**config.mk**
```make
export PLATFORM = sky130hd
export DESIGN_NAME = animation_frame_sequencer
export DESIGN_NICKNAME = d
export VERILOG_FILES = /design/src/rtl/afs_pkg.sv /design/src/rtl/afs_alu.sv /design/src/rtl/afs_core.sv /design/src/rtl/animation_frame_sequencer.sv
export SDC_FILE = /design/constraint.sdc
export NUM_CORES = 1
export LEC_CHECK = 0
export BUFFER_PORTS_ARGS = -buffer_cell sky130_fd_sc_hd__buf_2
export CELL_PAD_IN_SITES_DETAIL_PLACEMENT = 2
export CELL_PAD_IN_SITES_GLOBAL_PLACEMENT = 2
export CORE_MARGIN = 3
export CORE_UTILIZATION = 37
export DETAILED_ROUTE_END_ITERATION = 7
export PLACE_DENSITY = 0.83
export SYNTH_ARGS = -nofsm -noshare
export SYNTH_HDL_FRONTEND = slang
export SYNTH_SLANG_ARGS = --single-unit
```
**constraint.sdc**
```tcl
create_clock -name i_clk -period 7.3 [get_ports i_clk]
set_input_delay 1.095 -clock i_clk [delete_from_list [all_inputs] [get_ports i_clk]]
set_output_delay 1.095 -clock i_clk [all_outputs]
set_load 0.01 [all_outputs]
```
**src/rtl/afs_pkg.sv**
```systemverilog
// Shared types, register indexes and widths for the animation frame sequencer.
package afs_pkg;

    // Default sizes handed down as top-level parameters
    localparam int FRAME_BITS_DEF = 12;
    localparam int TIME_BITS_DEF  = 40;

    // Fixed field widths
    localparam int FRAME_COUNT_W  = 13;
    localparam int PERIOD_W       = 20;
    localparam int CYCLE_W        = 16;
    localparam int CFG_IDX_W      = 2;
    localparam int CFG_DATA_W     = 20;

    // Configuration register indexes
    localparam logic [CFG_IDX_W-1:0] CFG_FRAME_COUNT  = 2'd0;
    localparam logic [CFG_IDX_W-1:0] CFG_FRAME_PERIOD = 2'd1;
    localparam logic [CFG_IDX_W-1:0] CFG_PAUSE_AFTER  = 2'd2;
    localparam logic [CFG_IDX_W-1:0] CFG_REVERSE      = 2'd3;

    // Item function codes
    localparam logic FUNC_TICK  = 1'b0;
    localparam logic FUNC_PAUSE = 1'b1;

    typedef enum logic {
        ALU_ADD,
        ALU_SUB
    } t_alu_op;

    typedef enum logic [2:0] {
        ST_IDLE,
        ST_ADD,
        ST_CMP,
        ST_DIV,
        ST_FIN
    } t_state;

endpackage

```
**src/rtl/afs_alu.sv**
```systemverilog
// Shared adder/subtractor used by the accumulate, end-of-cycle compare and division steps of the sequencer.
module afs_alu #(
    parameter int W = 41
) (
    input  logic [W-1:0]     i_a,
    input  logic [W-1:0]     i_b,
    input  afs_pkg::t_alu_op i_op,
    output logic [W-1:0]     o_y,
    output logic             o_carry
);

    logic [W-1:0] w_b;
    logic         w_cin;

    // Subtract as a + ~b + 1; carry out high means a >= b
    assign w_b   = (i_op == afs_pkg::ALU_SUB) ? ~i_b : i_b;
    assign w_cin = (i_op == afs_pkg::ALU_SUB);
    assign {o_carry, o_y} = {1'b0, i_a} + {1'b0, w_b} + {{W{1'b0}}, w_cin};

endmodule

```
**src/rtl/afs_core.sv**
```systemverilog
// Sequencer and state registers: accumulate, end-of-cycle check, frame division.
module afs_core #(
    parameter int FRAME_BITS = afs_pkg::FRAME_BITS_DEF,
    parameter int TIME_BITS  = afs_pkg::TIME_BITS_DEF
) (
    input  logic                          i_clk,
    input  logic                          i_rst_n,
    input  logic                          i_start,
    input  logic                          i_func,
    input  logic [afs_pkg::PERIOD_W-1:0]  i_elapsed,
    input  logic                          i_pause_value,
    input  logic [FRAME_BITS:0]           i_count,
    input  logic [afs_pkg::PERIOD_W-1:0]  i_period,
    input  logic [afs_pkg::CYCLE_W-1:0]   i_pause_after,
    input  logic                          i_reverse,
    input  logic                          i_hold,
    output logic                          o_idle,
    output logic                          o_done,
    output logic [FRAME_BITS-1:0]         o_frame,
    output logic                          o_paused,
    output logic [afs_pkg::CYCLE_W-1:0]   o_cycle
);

    localparam int CNT_W  = FRAME_BITS + 1;
    localparam int LIM_W  = afs_pkg::PERIOD_W + CNT_W;
    localparam int W      = ((TIME_BITS > LIM_W) ? TIME_BITS : LIM_W) + 1;
    localparam int STEP_W = $clog2(FRAME_BITS + 1);

    afs_pkg::t_state r_state, n_state;

    logic [TIME_BITS-1:0]         r_time, n_time;
    logic [afs_pkg::CYCLE_W-1:0]  r_cycle, n_cycle;
    logic [FRAME_BITS-1:0]        r_held, n_held;
    logic                         r_paused, n_paused;
    logic [afs_pkg::PERIOD_W-1:0] r_elapsed, n_elapsed;
    logic [LIM_W-1:0]             r_limit, n_limit;
    logic [W-1:0]                 r_rem, n_rem;
    logic [W-1:0]                 r_dsh, n_dsh;
    logic [FRAME_BITS-1:0]        r_quo, n_quo;
    logic [STEP_W-1:0]            r_step, n_step;

    logic [W-1:0]     w_a, w_b, w_y;
    logic             w_carry;
    afs_pkg::t_alu_op w_op;
    logic [FRAME_BITS-1:0] w_quo;
    logic [CNT_W-1:0]      w_idx;
    logic [CNT_W-1:0]      w_last;

    afs_alu #(.W(W)) u_alu (
        .i_a     (w_a),
        .i_b     (w_b),
        .i_op    (w_op),
        .o_y     (w_y),
        .o_carry (w_carry)
    );

    assign w_quo  = (r_quo << 1) | FRAME_BITS'(w_carry);
    assign w_last = i_count - CNT_W'(1);

    always_comb begin
        n_state   = r_state;
        n_time    = r_time;
        n_cycle   = r_cycle;
        n_held    = r_held;
        n_paused  = r_paused;
        n_elapsed = r_elapsed;
        n_limit   = r_limit;
        n_rem     = r_rem;
        n_dsh     = r_dsh;
        n_quo     = r_quo;
        n_step    = r_step;
        w_a       = W'(r_time);
        w_b       = W'(r_elapsed);
        w_op      = afs_pkg::ALU_ADD;
        w_idx     = {1'b0, w_quo};
        o_done    = 1'b0;
        case (r_state)
            afs_pkg::ST_IDLE: begin
                if (i_start) begin
                    if (i_func == afs_pkg::FUNC_PAUSE) begin
                        n_paused = i_pause_value;
                        n_state  = afs_pkg::ST_FIN;
                    end else if (r_paused) begin
                        n_state = afs_pkg::ST_FIN;
                    end else begin
                        n_elapsed = i_elapsed;
                        n_state   = afs_pkg::ST_ADD;
                    end
                end
            end
            afs_pkg::ST_ADD: begin
                // saturating accumulate; cycle limit taken from the multiplier
                if (|w_y[W-1:TIME_BITS]) begin
                    n_time = '1;
                end else begin
                    n_time = w_y[TIME_BITS-1:0];
                end
                n_limit = LIM_W'(i_count) * LIM_W'(i_period);
                n_state = afs_pkg::ST_CMP;
            end
            afs_pkg::ST_CMP: begin
                w_b  = W'(r_limit);
                w_op = afs_pkg::ALU_SUB;
                if (w_carry) begin
                    // cycle complete: drop overshoot, advance or self-pause
                    n_time = '0;
                    n_rem  = '0;
                    if (i_pause_after == r_cycle) begin
                        n_paused = 1'b1;
                        n_cycle  = afs_pkg::CYCLE_W'(1);
                    end else begin
                        n_cycle = r_cycle + afs_pkg::CYCLE_W'(1);
                    end
                end else begin
                    n_rem = W'(r_time);
                end
                n_dsh   = W'(i_period) << (FRAME_BITS - 1);
                n_quo   = '0;
                n_step  = STEP_W'(FRAME_BITS - 1);
                n_state = afs_pkg::ST_DIV;
            end
            afs_pkg::ST_DIV: begin
                // one quotient bit per cycle, restoring division
                w_a  = r_rem;
                w_b  = r_dsh;
                w_op = afs_pkg::ALU_SUB;
                if (w_carry) begin
                    n_rem = w_y;
                end
                n_quo = w_quo;
                n_dsh = r_dsh >> 1;
                if (r_step == '0) begin
                    if (w_idx >= i_count) begin
                        w_idx = w_last;
                    end
                    if (i_reverse) begin
                        w_idx = w_last - w_idx;
                    end
                    n_held  = w_idx[FRAME_BITS-1:0];
                    n_state = afs_pkg::ST_FIN;
                end else begin
                    n_step = r_step - STEP_W'(1);
                end
            end
            afs_pkg::ST_FIN: begin
                if (!i_hold) begin
                    o_done  = 1'b1;
                    n_state = afs_pkg::ST_IDLE;
                end
            end
            default: begin
                n_state = afs_pkg::ST_IDLE;
            end
        endcase
    end

    always_ff @(posedge i_clk) begin
        if (!i_rst_n) begin
            r_state  <= afs_pkg::ST_IDLE;
            r_time   <= '0;
            r_cycle  <= afs_pkg::CYCLE_W'(1);
            r_held   <= '0;
            r_paused <= 1'b0;
        end else begin
            r_state  <= n_state;
            r_time   <= n_time;
            r_cycle  <= n_cycle;
            r_held   <= n_held;
            r_paused <= n_paused;
        end
    end

    always_ff @(posedge i_clk) begin
        r_elapsed <= n_elapsed;
        r_limit   <= n_limit;
        r_rem     <= n_rem;
        r_dsh     <= n_dsh;
        r_quo     <= n_quo;
        r_step    <= n_step;
    end

    assign o_idle   = (r_state == afs_pkg::ST_IDLE);
    assign o_frame  = r_held;
    assign o_paused = r_paused;
    assign o_cycle  = r_cycle;

endmodule

```
**src/rtl/animation_frame_sequencer.sv**
```systemverilog
// Top level of the animation frame sequencer: configuration, sequencer and result register.
// Usage:
//   Input channel (i_in_valid / o_in_ready): i_func selects a time tick (i_elapsed ticks
//   join the cycle-time accumulator) or a write of the paused flag (i_pause_value).
//   Every item yields one result (o_out_valid / i_out_ready): held frame index,
//   paused flag and animation cycle number after that item. Configuration port
//   (i_cfg_valid / o_cfg_ready, i_cfg_index, i_cfg_data) is always ready; write it
//   only while no item is in flight.
// Sequence:
//   Unpaused tick: from acceptance to the result register it goes through
//   accumulate and limit multiply, end-of-cycle compare, FRAME_BITS restoring
//   divider steps on the shared adder, result load. Pause write or paused tick:
//   straight to result load. o_in_ready returns at the edge that loads the result,
//   so a new item is accepted only once the previous one has left the sequencer.
// Reset and stalls:
//   Synchronous active-low reset clears the accumulator, sets the cycle number
//   to 1, the held frame to 0, unpauses, and loads register defaults. A stalled
//   receiver holds the result register; the next item may still be accepted,
//   and its result waits in the sequencer until the register frees up.
module animation_frame_sequencer #(
    parameter int FRAME_BITS = afs_pkg::FRAME_BITS_DEF,
    parameter int TIME_BITS  = afs_pkg::TIME_BITS_DEF
) (
    input  logic                            i_clk,
    input  logic                            i_rst_n,
    // configuration write channel
    input  logic                            i_cfg_valid,
    output logic                            o_cfg_ready,
    input  logic [afs_pkg::CFG_IDX_W-1:0]   i_cfg_index,
    input  logic [afs_pkg::CFG_DATA_W-1:0]  i_cfg_data,
    // input items
    input  logic                            i_in_valid,
    output logic                            o_in_ready,
    input  logic                            i_func,
    input  logic [afs_pkg::PERIOD_W-1:0]    i_elapsed,
    input  logic                            i_pause_value,
    // result items
    output logic                            o_out_valid,
    input  logic                            i_out_ready,
    output logic [FRAME_BITS-1:0]           o_frame_index,
    output logic                            o_is_paused,
    output logic [afs_pkg::CYCLE_W-1:0]     o_cycle_number
);

    localparam int CNT_W = FRAME_BITS + 1;
    localparam int EXT_W = (afs_pkg::FRAME_COUNT_W > CNT_W) ? afs_pkg::FRAME_COUNT_W : CNT_W;

    // Configuration registers
    logic [afs_pkg::FRAME_COUNT_W-1:0] r_frame_count;
    logic [afs_pkg::PERIOD_W-1:0]      r_frame_period;
    logic [afs_pkg::CYCLE_W-1:0]       r_pause_after;
    logic                              r_reverse;

    // Result register
    logic                              r_out_valid;
    logic [FRAME_BITS-1:0]             r_out_frame;
    logic                              r_out_paused;
    logic [afs_pkg::CYCLE_W-1:0]       r_out_cycle;

    logic [EXT_W-1:0]                  w_count_ext;
    logic [EXT_W-1:0]                  w_count_max;
    logic [CNT_W-1:0]                  w_count;
    logic [afs_pkg::PERIOD_W-1:0]      w_period;
    logic                              w_idle;
    logic                              w_done;
    logic                              w_hold;
    logic [FRAME_BITS-1:0]             w_frame;
    logic                              w_paused;
    logic [afs_pkg::CYCLE_W-1:0]       w_cycle;

    assign o_cfg_ready = 1'b1;

    always_ff @(posedge i_clk) begin
        if (!i_rst_n) begin
            r_frame_count  <= afs_pkg::FRAME_COUNT_W'(1);
            r_frame_period <= afs_pkg::PERIOD_W'(1);
            r_pause_after  <= '0;
            r_reverse      <= 1'b0;
        end else if (i_cfg_valid && o_cfg_ready) begin
            case (i_cfg_index)
                afs_pkg::CFG_FRAME_COUNT:  r_frame_count  <= i_cfg_data[afs_pkg::FRAME_COUNT_W-1:0];
                afs_pkg::CFG_FRAME_PERIOD: r_frame_period <= i_cfg_data[afs_pkg::PERIOD_W-1:0];
                afs_pkg::CFG_PAUSE_AFTER:  r_pause_after  <= i_cfg_data[afs_pkg::CYCLE_W-1:0];
                afs_pkg::CFG_REVERSE:      r_reverse      <= i_cfg_data[0];
                default: begin
                end
            endcase
        end
    end

    // Effective frame count: zero reads as one, clamp to the frame index range
    assign w_count_ext = EXT_W'(r_frame_count);
    assign w_count_max = EXT_W'(1) << FRAME_BITS;

    always_comb begin
        if (w_count_ext == '0) begin
            w_count = CNT_W'(1);
        end else if (w_count_ext > w_count_max) begin
            w_count = w_count_max[CNT_W-1:0];
        end else begin
            w_count = w_count_ext[CNT_W-1:0];
        end
    end

    // Effective period: zero reads as one
    assign w_period = (r_frame_period == '0) ? afs_pkg::PERIOD_W'(1) : r_frame_period;

    // Hold the sequencer's result while the output register is still occupied
    assign w_hold     = r_out_valid && !i_out_ready;
    assign o_in_ready = w_idle;

    afs_core #(
        .FRAME_BITS (FRAME_BITS),
        .TIME_BITS  (TIME_BITS)
    ) u_core (
        .i_clk         (i_clk),
        .i_rst_n       (i_rst_n),
        .i_start       (i_in_valid && o_in_ready),
        .i_func        (i_func),
        .i_elapsed     (i_elapsed),
        .i_pause_value (i_pause_value),
        .i_count       (w_count),
        .i_period      (w_period),
        .i_pause_after (r_pause_after),
        .i_reverse     (r_reverse),
        .i_hold        (w_hold),
        .o_idle        (w_idle),
        .o_done        (w_done),
        .o_frame       (w_frame),
        .o_paused      (w_paused),
        .o_cycle       (w_cycle)
    );

    // Result register: load on completion, drop valid once the item is taken
    always_ff @(posedge i_clk) begin
        if (!i_rst_n) begin
            r_out_valid <= 1'b0;
        end else if (w_done) begin
            r_out_valid <= 1'b1;
        end else if (i_out_ready) begin
            r_out_valid <= 1'b0;
        end
    end

    always_ff @(posedge i_clk) begin
        if (w_done) begin
            r_out_frame  <= w_frame;
            r_out_paused <= w_paused;
            r_out_cycle  <= w_cycle;
        end
    end

    assign o_out_valid    = r_out_valid;
    assign o_frame_index  = r_out_frame;
    assign o_is_paused    = r_out_paused;
    assign o_cycle_number = r_out_cycle;

endmodule
```
==> metrics.txt, run 1 <==
Max VDD drop=129.8 uV; CP arrival=roughly 8.1 ns; area of the multi-input gates=14860 um^2; I/O pins=81; Crit Path Max Fanout=8; Met2 Routed Length=50450 um; M1 wire length=39030 um; grt total ovfl=0; All-Layer GR Usage=27.01%; Avg Cell Area, Syn=8.968 um^2; CTS tree=built; final number of hold-violating endpoints=0; Synth area leader=edfxtp_1; Final nets=between 3000 and 4000; Layout Cells excl Fill=3607; Num Clock Sinks=292; Worst-Skew Late Latency=0.58 ns; Syn Nets=approximately 3000; highest metal used=met4; # rows=91; Crit Path Class=reg -> reg; # fillers=6793; FFs w/ async S/R, synth=0%; clk buf depth=3; H-tree depth=2; DIE AREA=approximately 67000 um^2; Routed WL=98930 um; Final Max Slew Viols=0; CP max-delay cell=a311oi_4; slew margin rel.=between 10 and 15%; first-pass GRT wire length=141100 um; Post-DRT Antenna Nets=0; pin count of the biggest net entering global routing=73; Placed Cells=3491; MaxCap Viol Count=0; Max Clock Freq=roughly 130 MHz; min Tclk post-route=7.657 ns; area grow syn2layout=15.95%; LEAKAGE=12.04 nW; sequential share of the synthesized area=31.96%; Area contributors post-synth=edfxtp_1 (22%), fa_1 (17%), dfxtp_1 (10%); Die Y-Extent=258.5 um; routability cong.=between 0.8 and 0.9; crit-path most repeated cell=nand2_1; total CTS buffers=36; initial antenna violation count=0; post-synth cell types=76; crit end category=register; post-synth top area share=21.52%; Avg WL per Cell=27.43 um; vias per inst=just under 6; top-count cell post-synth=nand2_1; Final period util=104.9%; Sequential Area=7546 um^2; initial DRC count=1458; vias post-DR=20928; post-synthesis register bit count=between 200 and 300; post-synthesis cell count=2630; DR WL met3=4513 um; root buf cell=clkbuf_16; Port Buf Inserts=slightly below 80; Worst Hold Class=reg -> reg; Residual DRC=0; PwrDens=200.7 nW/um^2; Initial Util=between 30% and 40%; Post-Synthesis Cell Area=23590 um^2; skew final=0.03017 ns; Synth top cells by count=nand2_1 (516), inv_1 (311), fa_1 (200), edfxtp_1 (169), a21oi_1 (168); Least-Margin Pin Slew=1.326 ns; crit-path max cell delay=0.44 ns; total iterations of the first detailed-routing run=5; Core Footprint=62390 um^2; clock-pin slew on the worst setup and hold paths=0.06 ns; violated checks=negative setup slack; setup ws final=-0.3574 ns; Die Wd=258.5 um; status=finished, violations left; Ys Warns=0; layout cells sized above 1=13.83%; top_reg_cell synth=edfxtp_1; Final setup viols=7; dpl hpwl=between 60000 and 70000 um; vias in the first global route=23836; Post-synth EDFFs=169; Critical Path RT=7.79 ns; crit start category=register; worst hold slack=0.4433 ns
## critical path: cells and delay by family (launching register included)
family / cells / cell delay, ns
AO/OA/AOI/OAI: 19 / 4.14
adder cells (fa/ha/maj): 3 / 0.91
buffers and inverters: 6 / 0.81
flip-flops: 1 / 0.34
multiplexers: 1 / 0.31
AND/OR/NAND/NOR: 9 / 1.04
## per-stage QoR
step                total power, mW  utilization, %  TNS, ns  setup slack (ns)  area (um^2)
finish                        5.488           43.83   -1.682           -0.3574        27350
global route                  5.680           43.83   -3.477           -0.5791        27350
CTS                           5.220           42.67        0         0.0008882        26620
detailed placement            3.338           40.43   -1.317           -0.3104        25230
global placement              3.225           40.43        0           0.05538        25230
floorplan                     2.881               -        0           0.02035        23600
## cells by family after synthesis
| family | synth area share (%) |
|---|---|
| buffers and inverters | 7.257 |
| flip-flops | 31.96 |
| other | 0.01590 |
| XOR/XNOR | 3.899 |
| adder cells (fa/ha/maj) | 24.40 |
| AO/OA/AOI/OAI | 12.69 |
| multiplexers | 1.724 |
| AND/OR/NAND/NOR | 18.06 |
## where the power goes
part | internal (mW) | total, mW | switching [mW]
clock network | 1.05 | 1.85 | 0.793
registers | 1.91 | 2.01 | 0.0956
logic | 0.593 | 1.63 | 1.04
total | 3.56 | 5.49 | 1.93
## path summary, 6_finish.rpt
| kind | slack [ns] | from | end | cells past startpoint |
|---|---|---|---|---|
| max | -0.36 | u_core.r_state[2] | u_core.o_frame[11] | 38 |
| min | 0.44 | u_core.o_frame[5] | o_frame_index[5] | 0 |
| max reg2reg | -0.36 | u_core.r_state[2] | u_core.o_frame[11] | 38 |
| min reg2reg | 0.44 | u_core.o_frame[5] | o_frame_index[5] | 0 |
## flip-flops by register name, summed over array words and instances (netlist names), 4 cells and up
signal / flops
u_core.r_rem: 41
u_core.r_time: 40
u_core.r_limit: 33
u_core.r_dsh: 31
r_frame_period: 20
u_core.r_elapsed: 20
o_cycle_number: 16
r_pause_after: 16
u_core.o_cycle: 16
r_frame_count: 13
o_frame_index: 12
u_core.o_frame: 12
u_core.r_quo: 11
u_core.r_step: 4
## repair_timing
action                     4_1_cts  5_1_grt
cloned                           2        3
resized for setup               26       96
pin swaps                       12       47
hold buffers                     0        0
setup buffers                   14       31
setup endpoints to repair        8       15
## placed cells by master (no fill, tap or decap), types with 34 or more instances in the layout
cell type / n
dfxtp_1: 118
edfxtp_1: 169
a311oi_1: 40
buf_4: 114
nand2_1: 512
inv_1: 309
xnor2_1: 75
ha_1: 129
o22ai_1: 42
fa_1: 197
clkbuf_16: 40
a21o_1: 34
buf_2: 79
a21oi_1: 154
o21ai_0: 72
and2_1: 116
nor2_1: 93
## routing by layer
metal  GRT usage [%]  vias to the layer above
li1                -                     8970
met3           3.498                      319
met1           31.28                    10914
met4           11.60                        0
met2           49.84                      725
met5               0                        -
## final cells by class
type | instances | area share (%)
clock inverters | 16 | 0.4987
inverters | 314 | 4.328
clock buffers | 48 | 3.724
diodes | 1 | 0.009150
flip-flops and latches | 292 | 27.59
multi-input cells | 1888 | 54.34
repair buffers | 211 | 5.682
well taps | 837 | 3.829
(Power assumes the default switching activity.)
==> run 2: changes to the inputs <==
--- a/config.mk
+++ b/config.mk
@@ -5,13 +5,14 @@
 export SDC_FILE = /design/constraint.sdc
 export NUM_CORES = 1
 export LEC_CHECK = 0
-export BUFFER_PORTS_ARGS = -buffer_cell sky130_fd_sc_hd__buf_2
+export BUFFER_PORTS_ARGS = -buffer_cell sky130_fd_sc_hd__clkbuf_2
 export CELL_PAD_IN_SITES_DETAIL_PLACEMENT = 2
 export CELL_PAD_IN_SITES_GLOBAL_PLACEMENT = 2
 export CORE_MARGIN = 3
 export CORE_UTILIZATION = 37
 export DETAILED_ROUTE_END_ITERATION = 7
-export PLACE_DENSITY = 0.83
+export PLACE_DENSITY = 0.87
+export SETUP_SLACK_MARGIN = 0.4
 export SYNTH_ARGS = -nofsm -noshare
 export SYNTH_HDL_FRONTEND = slang
 export SYNTH_SLANG_ARGS = --single-unit
==> metrics.txt, run 2 (same netlist as run 1, synthesis figures left out) <==
status=finished, violations left; violated checks=max-capacitance violations, negative setup slack; crit-path max cell delay=0.67 ns (+0.23 ns); biggest regs=u_core.r_rem x41, u_core.r_time x40, u_core.r_limit x33; vias in the first global route=26110 (+9.5%); setup ws final=-0.5825 ns (-0.2251 ns); Final setup viols=19 (+12); pre-CTS setup slack=-0.4823 ns (-0.1720 ns); commonest non-fill, non-tap cell in the layout=nand2_1; area grow syn2layout=21.04%; Initial Util=37.80% (unchanged); Worst Hold Class=reg -> reg; root buf cell=clkbuf_16; Hold Buf Count CTS=0 (unchanged); Final Power=6.210 mW (+13%); Die Wd=258.5 um (unchanged); DIE AREA=66810 um^2 (unchanged); Die Y-Extent=258.5 um (unchanged); Avg WL per Cell=38.43 um (+40%); Core Footprint=62390 um^2 (unchanged); min Tclk post-route=7.882 ns (+0.2251 ns); grt total ovfl=0 (unchanged); PwrDens=217.5 nW/um^2 (+8.4%); Placed Cells=3482 (-0.26%); skew final=0.03198 ns (+0.001815 ns); Port Buf Inserts=79 (unchanged); slew margin rel.=0.2575% (-11 points); # rows=91 (unchanged); most frequent cells in the layout=nand2_1 (501), inv_1 (299), fa_1 (189), edfxtp_1 (169), buf_4 (147); LEAKAGE=12.44 nW (+3.3%); Biggest register=u_core.r_rem; CP max-delay cell=fa_2; Routed WL=140800 um (+42%); H-tree depth=2 (unchanged); CTS tree=built; Final Max Slew Viols=0 (unchanged); MaxCap Viol Count=1 (+1); crit end category=register; All-Layer GR Usage=35.29% (+8.3 points); total iterations of the first detailed-routing run=5 (unchanged); final number of hold-violating endpoints=0 (unchanged); clk buf depth=3 (unchanged); vias post-DR=24209 (+16%); Least-Margin Pin Slew=1.480 ns (+0.1542 ns); max reg flops=41 (unchanged); initial antenna violation count=4 (+4); vias per inst=6.609 (+14%); Crit Path Max Fanout=8 (unchanged); first-pass GRT wire length=175900 um (+25%); crit start category=register; Num Clock Sinks=292 (unchanged); # fillers=6608 (-2.7%); Final period util=108.0% (+3.1 points); initial DRC count=2903 (+99%); I/O pins=81 (unchanged); Worst-Skew Late Latency=0.62 ns (+0.04 ns); Crit Path Class=reg -> reg; pin count of the biggest net entering global routing=85 (+16%); routability cong.=0.8892 (about the same); RSZ-0062 raised after global routing=yes; final instance area=28550 um^2 (+4.4%); CP arrival=8.32 ns (+0.18 ns); Layout Cells excl Fill=3663 (+1.6%); Residual DRC=0 (unchanged); Post-DRT Antenna Nets=0 (unchanged); dpl hpwl=67590 um (+8.7%); Final nets=3178 (+1.5%); clock-pin slew on the worst setup and hold paths=0.07 ns (about the same); Max Clock Freq=126.9 MHz (-2.9%); total CTS buffers=37 (+2.8%); Max VDD drop=118.5 uV (-8.8%); Critical Path RT=7.73 ns (-0.06 ns); dpl cell area=25120 um^2 (-0.45%); layout cells sized above 1=18.99% (+5.2 points)
==> run 2: where the power goes <==
group / switching, mW / internal, mW / total, mW
Clock: 0.918 / 1.30 / 2.22
Combinational: 1.29 / 0.677 / 1.96
Sequential: 0.121 / 1.91 / 2.03
Total: 2.32 / 3.89 / 6.21
==> run 2: worst max-delay path: cells and delay by family, from the launching register on <==
kind	cells	cell delay, ns
and+or+nand+nor	6	1.78
buffers and inverters	4	1.16
adders and majority gates	5	2.50
DFF	1	0.36
AOI/OAI and AO/OA	10	1.87
==> run 2: worst paths after layout <==
check / from / endpoint / slack (ns) / cells past startpoint
max: r_frame_count[5] / u_core.r_limit[31] / -0.58 / 25
min reg2reg: u_core.o_frame[5] / o_frame_index[5] / 0.45 / 0
max reg2reg: r_frame_count[5] / u_core.r_limit[31] / -0.58 / 25
min: u_core.o_frame[5] / o_frame_index[5] / 0.45 / 0
==> run 2: timing repair <==
action,CTS,global route
gates cloned,3,3
pin swaps,44,76
setup buffers,51,48
resized for setup,122,169
setup endpoints to repair,19,26
==> run 2: routing by layer <==
| layer | vias to the layer above | routed length (um) | track usage [%] |
|---|---|---|---|
| met4 | 0 | 16650 | 29.52 |
| li1 | 9073 | - | - |
| met3 | 974 | 13360 | 8.590 |
| met5 | - | 0 | 0 |
| met2 | 1973 | 64270 | 59.68 |
| met1 | 12189 | 46470 | 37.16 |
==> run 2: final cells by class <==
| cell class | count | area, um^2 | share of cell area [%] |
|---|---|---|---|
| multi-input cells | 1888 | 15390 | 53.92 |
| flip-flops and latches | 292 | 7562 | 26.49 |
| well taps | 837 | 1047 | 3.668 |
| diodes | 8 | 20.02 | 0.07012 |
| repair buffers | 256 | 1972 | 6.907 |
| clock buffers | 48 | 1041 | 3.646 |
| inverters | 314 | 1199 | 4.199 |
| clock inverters | 20 | 312.8 | 1.096 |
==> run 2: stage by stage <==
| stage | hold slack (ns) | util, % | setup TNS [ns] |
|---|---|---|---|
| after global routing | 0.4631 | 45.72 | -5.624 |
| final | 0.4467 | 45.75 | -5.332 |
| after CTS | 0.4345 | 43.90 | 0 |
| after detailed placement | 0.4198 | 40.25 | -2.530 |
| after floorplan | 0.4005 | - | 0 |
| after global placement | 0.4129 | 40.25 | 0 |
